--- src/sv/assert_macros.svh ---
// ----------------------------------------------------------------------------
// Assertion macros
// Shared concurrent assertion forms, clocked on i_clk; the first two are off while i_rst_n is low.
// ----------------------------------------------------------------------------
`ifndef ASSERT_MACROS_SVH
`define ASSERT_MACROS_SVH

// same-cycle implication, off while reset is low
`define SFS_ASSERT_IMP(lbl, ante, cons) \
    lbl: assert property (@(posedge i_clk) disable iff (!i_rst_n) (ante) |-> (cons)) \
        else $error("sfs assertion failed");

// next-cycle implication, off while reset is low
`define SFS_ASSERT_NXT(lbl, ante, cons) \
    lbl: assert property (@(posedge i_clk) disable iff (!i_rst_n) (ante) |=> (cons)) \
        else $error("sfs assertion failed");

// next-cycle implication, also checked across reset
`define SFS_ASSERT_NXT_RST(lbl, ante, cons) \
    lbl: assert property (@(posedge i_clk) (ante) |=> (cons)) \
        else $error("sfs assertion failed");

`endif

--- src/sv/sfs_pkg.sv ---
// ----------------------------------------------------------------------------
// sfs_pkg
// Constants, codes and shared types of the sprite frame sequencer.
// ----------------------------------------------------------------------------
package sfs_pkg;

    localparam int TABLE_DEPTH = 16;
    localparam int EDGE_LIMIT  = 5;
    localparam int TIDX_W      = $clog2(TABLE_DEPTH);

    localparam int CFG_IDX_W  = 3;
    localparam int CFG_DATA_W = 16;

    typedef enum logic [1:0] {
        FUNC_RESTART = 2'd0,
        FUNC_SAMPLE  = 2'd1,
        FUNC_TABLE   = 2'd2
    } t_sfs_func;

    typedef enum logic [CFG_IDX_W-1:0] {
        CFG_FRAME_STEP = 3'd0,
        CFG_MOVE_MODE  = 3'd1,
        CFG_REPEAT_TGT = 3'd2,
        CFG_SHIFT_PER  = 3'd3,
        CFG_START_X    = 3'd4,
        CFG_START_Y    = 3'd5,
        CFG_STEP_X     = 3'd6,
        CFG_STEP_Y     = 3'd7
    } t_sfs_cfg_reg;

    typedef struct packed {
        logic [15:0]       frame_step_ms;
        logic              move_mode;
        logic [7:0]        repeat_target;
        logic [7:0]        shift_period;
        logic signed [7:0] start_x;
        logic signed [7:0] start_y;
        logic signed [7:0] step_x;
        logic signed [7:0] step_y;
    } t_sfs_cfg;

    typedef struct packed {
        t_sfs_func   func;
        logic [15:0] time_ms;
        logic [3:0]  table_index;
        logic [7:0]  table_value;
    } t_sfs_item;

    typedef struct packed {
        logic [7:0]        frame_code;
        logic signed [7:0] pos_x;
        logic signed [7:0] pos_y;
        logic              done_res;
    } t_sfs_res;

    typedef struct packed {
        logic finished;
    } t_sfs_stat;

endpackage

--- src/sv/sfs_core.sv ---
// ----------------------------------------------------------------------------
// sfs_core
// Sequencer state, frame table and the one-pass update for a single word.
// ----------------------------------------------------------------------------
module sfs_core (
    input  logic               i_clk,
    input  logic               i_rst_n,
    input  logic               i_go,
    input  sfs_pkg::t_sfs_item i_item,
    input  sfs_pkg::t_sfs_cfg  i_cfg,
    output sfs_pkg::t_sfs_res  o_res,
    output sfs_pkg::t_sfs_stat o_stat
);
    import sfs_pkg::*;

    localparam logic signed [7:0] EDGE_HI = 8'(EDGE_LIMIT);
    localparam logic signed [7:0] EDGE_LO = -EDGE_HI;

    logic [7:0]        r_store [TABLE_DEPTH];
    logic              r_fin, n_fin;
    logic [TIDX_W-1:0] r_ptr, n_ptr;
    logic [7:0]        r_shc, n_shc;
    logic [7:0]        r_rep, n_rep;
    logic [7:0]        r_shown, n_shown;
    logic [15:0]       r_last, n_last;
    logic signed [7:0] r_x, n_x;
    logic signed [7:0] r_y, n_y;

    logic [15:0]       w_elapsed;
    logic [TIDX_W:0]   w_p1;
    logic              w_done;

    always_comb begin
        n_fin     = r_fin;
        n_ptr     = r_ptr;
        n_shc     = r_shc;
        n_rep     = r_rep;
        n_shown   = r_shown;
        n_last    = r_last;
        n_x       = r_x;
        n_y       = r_y;
        w_done    = 1'b0;
        w_elapsed = 16'd0;
        w_p1      = '0;

        if (i_item.func == FUNC_RESTART) begin
            n_fin   = 1'b0;
            n_ptr   = '0;
            n_shc   = 8'd0;
            n_rep   = 8'd0;
            n_shown = r_store[0];
            n_last  = i_item.time_ms;
            n_x     = i_cfg.move_mode ? i_cfg.start_x : 8'sd0;
            n_y     = i_cfg.move_mode ? i_cfg.start_y : 8'sd0;
        end

        w_elapsed = i_item.time_ms - n_last;
        if ((i_item.func == FUNC_RESTART || i_item.func == FUNC_SAMPLE) && !n_fin
                && w_elapsed >= i_cfg.frame_step_ms) begin
            n_last = i_item.time_ms;
            w_p1   = {1'b0, n_ptr} + (TIDX_W+1)'(1);
            // last slot always reads as terminator
            if (w_p1 >= (TIDX_W+1)'(TABLE_DEPTH - 1)) begin
                n_ptr   = TIDX_W'(TABLE_DEPTH - 1);
                n_shown = 8'd0;
            end else begin
                n_ptr   = w_p1[TIDX_W-1:0];
                n_shown = r_store[w_p1[TIDX_W-1:0]];
            end
            if (n_shown == 8'd0) begin
                n_rep = n_rep + 8'd1;
                if (!i_cfg.move_mode && n_rep == i_cfg.repeat_target) begin
                    w_done = 1'b1;
                end else begin
                    n_ptr   = '0;
                    n_shown = r_store[0];
                end
            end
            if (i_cfg.move_mode) begin
                n_shc = n_shc + 8'd1;
                if (n_shc == i_cfg.shift_period) begin
                    n_shc = 8'd0;
                    n_x   = n_x + i_cfg.step_x;
                    n_y   = n_y + i_cfg.step_y;
                end
                if (n_x <= EDGE_LO || n_x >= EDGE_HI || n_y <= EDGE_LO || n_y >= EDGE_HI) begin
                    w_done = 1'b1;
                end
            end
            if (w_done) begin
                n_fin = 1'b1;
            end
        end
    end

    always_ff @(posedge i_clk) begin
        if (!i_rst_n) begin
            r_fin   <= 1'b1;
            r_ptr   <= '0;
            r_shc   <= 8'd0;
            r_rep   <= 8'd0;
            r_shown <= 8'd0;
            r_last  <= 16'd0;
            r_x     <= 8'sd0;
            r_y     <= 8'sd0;
        end else if (i_go) begin
            r_fin   <= n_fin;
            r_ptr   <= n_ptr;
            r_shc   <= n_shc;
            r_rep   <= n_rep;
            r_shown <= n_shown;
            r_last  <= n_last;
            r_x     <= n_x;
            r_y     <= n_y;
        end
    end

    // frame table, no reset
    always_ff @(posedge i_clk) begin
        if (i_go && i_item.func == FUNC_TABLE && int'(i_item.table_index) < TABLE_DEPTH) begin
            r_store[TIDX_W'(i_item.table_index)] <= i_item.table_value;
        end
    end

    assign o_res.frame_code = n_shown;
    assign o_res.pos_x      = n_x;
    assign o_res.pos_y      = n_y;
    assign o_res.done_res   = w_done;
    assign o_stat.finished  = r_fin;

endmodule

--- src/sv/sprite_frame_sequencer.sv ---
// ----------------------------------------------------------------------------
// sprite_frame_sequencer
// Steps a sprite through a loaded table of frame codes, reports frame,
// position and a done pulse.
// ----------------------------------------------------------------------------
// Takes one word per clock. A word is held in the input register; its result
// word is loaded into the result register as the word leaves the input
// register, and from then on is valid on the master side until it is taken.
// The only thing that slows the input is a stalled master side holding a
// result that has not been taken while the next word also produces one.
// Restart (func 0) and time sample (func 1) words each return one result
// word; table writes (func 2) and code 3 return nothing. The done pulse of a
// result travels on tlast and marks the last word of a sequence. After reset
// the sequencer is idle (finished) and time samples report the held frame
// with done low until a restart arrives. A zero code or the last table slot
// ends a pass. Static mode finishes after repeat_target passes and shows
// frame 0; shift mode moves the sprite every shift_period advances and
// finishes once either coordinate reaches the edge limit. Configuration is
// taken at once on i_cfg_we and is read live; write it only while no word is
// in flight. Table slots never written read as unknown.
module sprite_frame_sequencer (
    input  logic                             i_clk,
    input  logic                             i_rst_n,
    // configuration write port
    input  logic                             i_cfg_we,
    input  logic [sfs_pkg::CFG_IDX_W-1:0]    i_cfg_idx,
    input  logic [sfs_pkg::CFG_DATA_W-1:0]   i_cfg_data,
    // input words
    input  logic                             i_s_axis_tvalid,
    output logic                             o_s_axis_tready,
    input  logic [31:0]                      i_s_axis_tdata,  // time_ms, table_index, table_value
    input  logic [1:0]                       i_s_axis_tuser,  // func
    // result words
    output logic                             o_m_axis_tvalid,
    input  logic                             i_m_axis_tready,
    output logic [23:0]                      o_m_axis_tdata,  // frame_code, pos_x, pos_y
    output logic                             o_m_axis_tlast   // done_res
);
    import sfs_pkg::*;

    t_sfs_cfg  r_cfg;
    logic      r_in_valid;
    t_sfs_item r_in_item;
    logic      r_out_valid;
    t_sfs_res  r_out_res;

    t_sfs_res  w_res;
    t_sfs_stat w_stat;
    logic      w_has_res;
    logic      w_go;

    // configuration registers
    always_ff @(posedge i_clk) begin
        if (!i_rst_n) begin
            r_cfg.frame_step_ms <= 16'd250;
            r_cfg.move_mode     <= 1'b0;
            r_cfg.repeat_target <= 8'd1;
            r_cfg.shift_period  <= 8'd1;
            r_cfg.start_x       <= 8'sd0;
            r_cfg.start_y       <= 8'sd0;
            r_cfg.step_x        <= 8'sd0;
            r_cfg.step_y        <= 8'sd0;
        end else if (i_cfg_we) begin
            case (t_sfs_cfg_reg'(i_cfg_idx))
                CFG_FRAME_STEP: r_cfg.frame_step_ms <= i_cfg_data;
                CFG_MOVE_MODE:  r_cfg.move_mode     <= i_cfg_data[0];
                CFG_REPEAT_TGT: r_cfg.repeat_target <= i_cfg_data[7:0];
                CFG_SHIFT_PER:  r_cfg.shift_period  <= i_cfg_data[7:0];
                CFG_START_X:    r_cfg.start_x       <= $signed(i_cfg_data[7:0]);
                CFG_START_Y:    r_cfg.start_y       <= $signed(i_cfg_data[7:0]);
                CFG_STEP_X:     r_cfg.step_x        <= $signed(i_cfg_data[7:0]);
                CFG_STEP_Y:     r_cfg.step_y        <= $signed(i_cfg_data[7:0]);
                default: ;
            endcase
        end
    end

    // a word without a result never waits on the master side
    assign w_has_res = r_in_item.func == FUNC_RESTART || r_in_item.func == FUNC_SAMPLE;
    assign w_go      = r_in_valid && (!w_has_res || !r_out_valid || i_m_axis_tready);
    assign o_s_axis_tready = !r_in_valid || w_go;

    // input register
    always_ff @(posedge i_clk) begin
        if (!i_rst_n) begin
            r_in_valid <= 1'b0;
        end else if (o_s_axis_tready) begin
            r_in_valid <= i_s_axis_tvalid;
        end
    end

    always_ff @(posedge i_clk) begin
        if (o_s_axis_tready && i_s_axis_tvalid) begin
            r_in_item.func        <= t_sfs_func'(i_s_axis_tuser);
            r_in_item.time_ms     <= i_s_axis_tdata[15:0];
            r_in_item.table_index <= i_s_axis_tdata[19:16];
            r_in_item.table_value <= i_s_axis_tdata[27:20];
        end
    end

    sfs_core u_core (
        .i_clk   (i_clk),
        .i_rst_n (i_rst_n),
        .i_go    (w_go),
        .i_item  (r_in_item),
        .i_cfg   (r_cfg),
        .o_res   (w_res),
        .o_stat  (w_stat)
    );

    // result register
    always_ff @(posedge i_clk) begin
        if (!i_rst_n) begin
            r_out_valid <= 1'b0;
        end else if (w_go && w_has_res) begin
            r_out_valid <= 1'b1;
        end else if (i_m_axis_tready) begin
            r_out_valid <= 1'b0;
        end
    end

    always_ff @(posedge i_clk) begin
        if (w_go && w_has_res) begin
            r_out_res <= w_res;
        end
    end

    assign o_m_axis_tvalid = r_out_valid;
    assign o_m_axis_tdata  = {r_out_res.pos_y, r_out_res.pos_x, r_out_res.frame_code};
    assign o_m_axis_tlast  = r_out_res.done_res;

`include "assert_macros.svh"

    // reset empties the result register
    `SFS_ASSERT_NXT_RST(a_rst_out_empty, !i_rst_n, !o_m_axis_tvalid)
    // an idle sequencer never reports done on a time sample
    `SFS_ASSERT_IMP(a_idle_no_done, w_go && r_in_item.func == FUNC_SAMPLE && w_stat.finished, !w_res.done_res)
    // a done result leaves the sequencer finished
    `SFS_ASSERT_NXT(a_done_sets_fin, w_go && w_has_res && w_res.done_res, w_stat.finished)

endmodule

--- config.mk ---
export PLATFORM = sky130hd
export DESIGN_NAME = sprite_frame_sequencer
export DESIGN_NICKNAME = d
export VERILOG_FILES = /design/src/sv/sfs_pkg.sv /design/src/sv/sfs_core.sv /design/src/sv/sprite_frame_sequencer.sv
export VERILOG_INCLUDE_DIRS = /design/src /design/src/sv
export SDC_FILE = /design/constraint.sdc
export NUM_CORES = 1
export LEC_CHECK = 0
export BUFFER_PORTS_ARGS = -buffer_cell sky130_fd_sc_hd__buf_2
export CORE_MARGIN = 3
export CORE_UTILIZATION = 47
export CTS_CLUSTER_SIZE = 12
export DETAILED_ROUTE_END_ITERATION = 7
export GPL_ROUTABILITY_DRIVEN = 0
export PLACE_DENSITY_LB_ADDON = 0.12
export SLEW_MARGIN = 5
export SYNTH_ARGS = -nofsm -noshare
export SYNTH_HDL_FRONTEND = slang
export SYNTH_SLANG_ARGS = --single-unit
--- constraint.sdc ---
create_clock -name i_clk -period 8.06 [get_ports i_clk]
set_clock_uncertainty 0.1 [all_clocks]
set_input_delay 1.612 -clock i_clk [delete_from_list [all_inputs] [get_ports i_clk]]
set_output_delay 1.612 -clock i_clk [all_outputs]
set_load 0.01 [all_outputs]
-- Yosys cells after proc, flatten, opt, wreduce, memory -nomap -nowiden
Memories as Yosys holds them, arrays and structs flattened.
Index checks and enable logic that the tools add are counted.
Widths: inputs -> output; s select.
- bits in registers: 183
- RAM bits: 128
- output and inout bits: 27
- word-level logic and storage cells: 127
- memories: 1
- $add $sub $neg: 6
- magnitude comparators: 6
- eq/ne operators: 11
- mux-type cells: 46
- reductions and logical operators: 31
- memories (memory ; words ; bits a word ; rd ports ; clocked after memory_dff ; wr ports ; RTL line ; source):
    u_core.r_store ; 16 ; 8 ; 2 ; 0 ; 1 ; sfs_core.sv:19 ; logic [7:0] r_store [TABLE_DEPTH];
- operators by type and width (operator ; count):
    $mux 8 ; 27
    $mux 16 ; 2
    $mux 4 ; 5
    $add 8x1->8 const B ; 2
    $add 8x8->8 ; 2
    $eq 8x8->1 ; 2
    $ge 16x16->1 ; 1
    $ge 8x4->1 const B ; 2
    $le 8x4->1 const B ; 2
    $reduce_and 2->1 ; 8
    $sub 16x16->16 ; 1
    $eq 3x3->1 const B ; 4
    $mux 1 ; 12
    $logic_not 8->1 ; 1
    $logic_and 1x1->1 ; 7
    $logic_or 1x1->1 ; 7
    $eq 3x2->1 const B ; 2
    $add 4x1->5 const B ; 1
    $ge 5x4->1 const B ; 1
    $logic_not 1->1 ; 5
    $eq 3x1->1 const B ; 1
    $logic_not 3->1 ; 1
    $eq 2x1->1 const B ; 1
    $eq 2x2->1 const B ; 1
    2 further kinds ; 2

-- Depth between registers and ports, before layout
- depth in word-level cells: 16
- mapped depth: 32
- depth with buffers taken out: 25

-- Cells and area by module
Synthesis repeated with hierarchy kept, for this count alone.
- cell total of the unflattened synthesis: 1375
- area total of the unflattened synthesis: 15655.0 µm²
- by module, submodules not included (module ; instances ; cells an instance ; area an instance (µm²) ; sequential area each (µm²)):
    sfs_core ; 1 ; 1066 ; 11393.4 ; 5064.9
    sprite_frame_sequencer ; 1 ; 309 ; 4261.6 ; 2992.9

-- Least setup slack after synthesis
No wires, ideal clock.
- path kind: reg-to-reg
- start point: reg r_in_item[29] in the netlist's numbering
- end point: reg u_core.r_y[5]
- library setup time: 0.115 ns
- arrival: 6.032 ns
- setup slack: 1.813 ns
- cell stages (with the launch flop): 29
- clock period less this slack: 6.247 ns
- cell sequence: edfxtp_1 buf_6 nor2_1 clkbuf_1 clkbuf_1 clkbuf_1 buf_1 mux2i_1 ha_1 nor2b_1 o21ai_0 a21boi_0 o211ai_1 a21oi_1 o31ai_1 o21bai_1 a21oi_1 xnor2_1 ha_1 and3_1 o31a_1 a22oi_1 o211ai_1 o21ai_1 clkbuf_1 o21ai_0 a22oi_1 o21ai_0 o21ba_2
- cells in the longest elaborated chain, start to end: 9
- elaborated cells on any way between the ends: 24
- classes of those cells: add/sub (3); order compare (1); eq/ne (2); mux (9); reduce/logical (9)
- ends and longest elaborated chain (what ; RTL line ; source):
    start, declared ; sprite_frame_sequencer.sv:43 ; t_sfs_item r_in_item;
    branches (longest 8 deep; another with $sub 16x16->16) ; n/a ;
    $mux 8 * ; sfs_core.sv:58 ; if ((i_item.func == FUNC_RESTART || i_item.func == FUNC_SAMPLE) && !n_fin
    net u_core.n_y[5] ; sfs_core.sv:27 ; logic signed [7:0] r_y, n_y;
    end signal, assigned ; sfs_core.sv:114 ; r_y <= n_y;
    end, declared ; sfs_core.sv:27 ;
Mark *: on every way through the listed nets, which the timed path passes. The select of a mux whose other input is x is not followed.
A chain may end at the register's enable or synchronous reset.

-- Worst setup path in the final report
- start point: reg r_in_item[29] in the netlist's numbering
- end point: reg u_core.r_ptr[0]
- cells in the longest elaborated chain, start to end: 9
- elaborated cells on any way between the ends: 29
- classes of those cells: add/sub (3); order compare (2); eq/ne (2); mux (10); reduce/logical (11); memory (1)
- ends and longest elaborated chain (what ; RTL line ; source):
    $logic_not 2->1 ; sfs_core.sv:46, sfs_core.sv:58, sprite_frame_sequencer.sv:79 ;
    $mux 4 ; sfs_core.sv:46 ; if (i_item.func == FUNC_RESTART) begin
    $add 4x1->5 ; sfs_core.sv:61 ; w_p1 = {1'b0, n_ptr} + (TIDX_W+1)'(1);
    $mem_v2 16x8 / $ge 5x4->1 (equally long branches) ; n/a ;
    $mux 8 ; sfs_core.sv:63 ; if (w_p1 >= (TIDX_W+1)'(TABLE_DEPTH - 1)) begin
    $mux 8 ; sfs_core.sv:58 ;
    $logic_not 8->1 ; sfs_core.sv:70 ; if (n_shown == 8'd0) begin
    $mux 4 ; sfs_core.sv:70 ;
    $mux 4 ; sfs_core.sv:58 ;
    end signal, assigned ; sfs_core.sv:108 ; r_ptr <= n_ptr;
    end, declared ; sfs_core.sv:21 ; logic [TIDX_W-1:0] r_ptr, n_ptr;
Several ways; a longest one is shown, not always the timed one. The select of a mux whose other input is x is not followed.

==> impl_metrics.sql <==
INSERT INTO impl_metrics (metric_group, metric, value, unit) VALUES
('yosys', 'yosysSeqAreaShare', '51.6', '%'),
('clock_tree', 'cts-root-buf', 'sky130_fd_sc_hd__clkbuf_16', ''),
('finish', 'nNetsFinal', '1648', ''),
('pwr', 'p_total', '3.59', 'mW'),
('detailed_routing', 'route.vias.total', '11200', ''),
('timing', 'layout_min_cycle_time', '6.40', 'ns'),
('finish', 'most_common_cell_after_layout_fill_and_taps_aside', 'sky130_fd_sc_hd__nand2_1', ''),
('yosys', 'synth.ff_latch_count', '311', ''),
('yosys', 'synthDominantCellAreaShare', '35.2', '%'),
('detailed_routing', 'highest_layer', 'met4', ''),
('floorplan', 'std_cell_rows', '66', ''),
('detailed_routing', 'met3WireLength', '1.80', 'mm'),
('floorplan', 'initial_utilization', '47.9', '%'),
('hold_path', 'min-delay-path-class', 'reg2reg', ''),
('clock_tree', 'tritoncts.num_buffers', '36', ''),
('placed_design', 'postPlaceCellArea', '16400', 'um2'),
('clock_tree', 'cts_hold_buf', '0', ''),
('run_status', 'outcome', 'finished clean', ''),
('yosys', 'ys_top_cells_by_area', 'sky130_fd_sc_hd__edfxtp_1 (35%), sky130_fd_sc_hd__dfxtp_1 (16%), sky130_fd_sc_hd__nand2_1 (6.1%)', ''),
('floorplan', 'die-area', '35500', 'um2'),
('placed_design', 'hpwl_after_detailed_placement', '24.9', 'mm'),
('detailed_routing', 'route.detailed.wl_per_inst', '18.6', 'um'),
('yosys', 'synth_enable_flop_cells', '183', ''),
('yosys', 'synth-async-reset-ratio', '0', '%'),
('worst_setup_path', 'timing.critical_path.fanout_max', '21', ''),
('detailed_routing', 'route.met2.wl', '17.0', 'mm'),
('yosys', 'average_cell_area_after_synthesis', '10.6', 'um2'),
('timing', 'max-slew-margin-rel', '31.1', '%'),
('clock_tree', 'clkLatencyLatePin', '0.51', 'ns'),
('placed_design', 'portBuffers', '80', ''),
('yosys', 'synthCells', '1476', ''),
('worst_setup_path', 'endpoint_kind', 'flop', ''),
('detailed_routing', 'vias_per_cell', '5.59', ''),
('detailed_routing', 'postRouteAntennaNets', '0', ''),
('timing', 'grt_setup_unrepaired', 'no', ''),
('yosys', 'synthesis.area', '15600', 'um2'),
('clock_tree', 'max-clock-path-buffers', '3', ''),
('finish', 'final_cell_count_no_fill', '2006', ''),
('floorplan', 'io-pin-count', '85', ''),
('timing', 'worst-slew-pin-transition', '1.03', 'ns'),
('floorplan', 'die-width', '188', 'um'),
('worst_setup_path', 'cp-start-kind', 'flop', ''),
('finish', 'proportion_of_layout_cells_with_a_drive_suffix_above_1', '12.3', '%'),
('placed_design', 'post-place-cells', '1942', ''),
('clock_tree', 'post-cts-setup-buffers', '0', ''),
('finish', 'design_area', '17500', 'um2'),
('finish', 'layout_common_cells', 'sky130_fd_sc_hd__nand2_1 (255), sky130_fd_sc_hd__edfxtp_1 (183), sky130_fd_sc_hd__dfxtp_1 (128), sky130_fd_sc_hd__o21ai_0 (91), sky130_fd_sc_hd__mux2i_1 (83)', ''),
('worst_setup_path', 'setup.worst_path.start', 'r_in_item[29]$_DFFE_PP_', ''),
('global_routing', 'vias_in_the_first_global_route', '11100', ''),
('pwr', 'power.static_leakage', '6.78', 'nW'),
('yosys', 'synth_unique_cells', '84', ''),
('timing', 'max_freq', '156', 'MHz'),
('yosys', 'yosysTopAreaCell', 'sky130_fd_sc_hd__edfxtp_1', ''),
('global_routing', 'gr_ovfl_total', '0', ''),
('worst_setup_path', 'timing.setup.critical_path_class', 'reg2reg', ''),
('detailed_routing', 'drt_wl_total', '37.3', 'mm'),
('yosys', 'ys.warnings.count', '0', ''),
('clock_tree', 'quantity_of_gates_resized_following_cts', '0', ''),
('detailed_routing', 'post-route-drc-count', '0', ''),
('clock_tree', 'tritoncts', 'done', ''),
('global_routing', 'wire_length_of_the_first_global_routing_pass', '59.9', 'mm'),
('timing', 'setup_total_negative_slack', '0', 'ns'),
('finish', 'syn2layout_area_growth', '12.2', '%'),
('timing', 'final_max_slew_viols', '0', ''),
('finish', 'antenna_cells_inserted', '0', ''),
('detailed_routing', 'detailedRoute.firstPassIterationCount', '5', ''),
('detailed_routing', 'drt_iter0_drc', '693', ''),
('global_routing', 'grt_usage', '21.0', '%'),
('detailed_routing', 'met1Wirelength', '17.5', 'mm'),
('pwr', 'p_per_area', '205', 'nW/um2'),
('global_routing', 'maximum_number_of_pins_on_one_net_before_global_route_repair', '83', '');
-- kinds of logic (layout without fill, tap and decap cells) --
logic type | count (synthesis) | after routing | share of synthesized area [%]
multiplexers | 102 | 102 | 8.03
buffers and inverters | 126 | 214 | 3.41
adder cells (fa/ha/maj) | 52 | 52 | 4.31
XOR/XNOR | 47 | 47 | 2.84
flip-flops | 311 | 311 | 51.6
AND/OR/NAND/NOR | 481 | 481 | 14.1
AO/OA/AOI/OAI | 357 | 357 | 15.7
-- stage by stage --
step,utilization (%),setup slack (ns),hold slack [ns]
3_5_place_dp,50.4,1.56,0.358
3_3_place_gp,50.4,1.72,0.350
6_report,53.7,1.66,0.361
5_1_grt,53.7,0.959,0.381
4_1_cts,53.7,1.52,0.366
2_1_floorplan,-,1.81,0.343
-- worst max-delay path, cell delays in order, from the launching register on --
cell and delay (ns):
sky130_fd_sc_hd__edfxtp_1 0.43, sky130_fd_sc_hd__nor2_4 0.49, sky130_fd_sc_hd__mux2i_1 0.38, sky130_fd_sc_hd__ha_1 0.28, sky130_fd_sc_hd__nor2b_1 0.12, sky130_fd_sc_hd__o21ai_0 0.21, sky130_fd_sc_hd__a21boi_0 0.18, sky130_fd_sc_hd__o211ai_1 0.29
sky130_fd_sc_hd__a21oi_1 0.14, sky130_fd_sc_hd__o31ai_1 0.46, sky130_fd_sc_hd__o21bai_1 0.11, sky130_fd_sc_hd__a21oi_1 0.20, sky130_fd_sc_hd__xnor2_1 0.09, sky130_fd_sc_hd__ha_1 0.29, sky130_fd_sc_hd__and3_1 0.21, sky130_fd_sc_hd__o31a_1 0.15
sky130_fd_sc_hd__a22oi_1 0.06, sky130_fd_sc_hd__o211ai_1 0.16, sky130_fd_sc_hd__a211oi_1 0.11, sky130_fd_sc_hd__nand2b_1 0.44, sky130_fd_sc_hd__nand2b_1 0.69, sky130_fd_sc_hd__and2_1 0.37, sky130_fd_sc_hd__o311a_1 0.32
-- final timing paths --
path / end / slack (ns) / cells past startpoint
worst min register to register: u_core.r_last[14]$_SDFFE_PN0P_ / 0.36 / 2
worst min-delay path: u_core.r_last[14]$_SDFFE_PN0P_ / 0.36 / 2
worst max-delay path: u_core.r_ptr[0]$_SDFFE_PN0P_ / 1.66 / 22
worst max register to register: u_core.r_ptr[0]$_SDFFE_PN0P_ / 1.66 / 22
-- per-layer routing --
layer | vias up | global-route usage (%)
met5 | - | 0
met4 | 0 | 6.96
met3 | 66 | 2.77
met2 | 299 | 33.8
met1 | 5337 | 29.6
li1 | 5506 | -
-- layout make-up --
type                            count  area, um2
Clock buffer                       49       1000
Clock inverter                     15        101
Fill cell                        2866      15100
Inverter                           51        191
Multi-Input combinational cell   1039       7080
Sequential cell                   311       8060
Tap cell                          442        553
Timing Repair Buffer               99        546
-- synth_stat cells, drive strengths merged (31+ instances only) --
| master | instances |
|---|---|
| a21boi | 81 |
| a21oi | 46 |
| nand2 | 255 |
| inv | 50 |
| dfxtp | 128 |
| o21ai | 96 |
| nand3 | 31 |
| edfxtp | 183 |
| xnor2 | 32 |
| clkbuf | 58 |
| nor2 | 67 |
| mux2i | 83 |
| ha | 49 |
-- state kept, by name, indices dropped and copies added, names as in the netlist --
signal	cells
u_core.r_shc	8
u_core.r_ptr	4
r_in_item	30
o_m_axis_tvalid	1
o_m_axis_tlast	1
u_core.o_stat	1
u_core.r_store	128
u_core.r_shown	8
r_cfg	65
u_core.r_y	8
u_core.r_rep	8
o_m_axis_tdata	24
r_in_valid	1
u_core.r_last	16
u_core.r_x	8
-- power breakdown --
| part | switching [mW] | total (mW) | internal (mW) | leakage [nW] |
|---|---|---|---|---|
| Sequential | 0.0281 | 1.74 | 1.71 | 2.73 |
| Combinational | 0.203 | 0.332 | 0.128 | 3.51 |
| Clock | 0.621 | 1.52 | 0.901 | 0.540 |
Note: power is estimated with default switching activity, not from simulation.
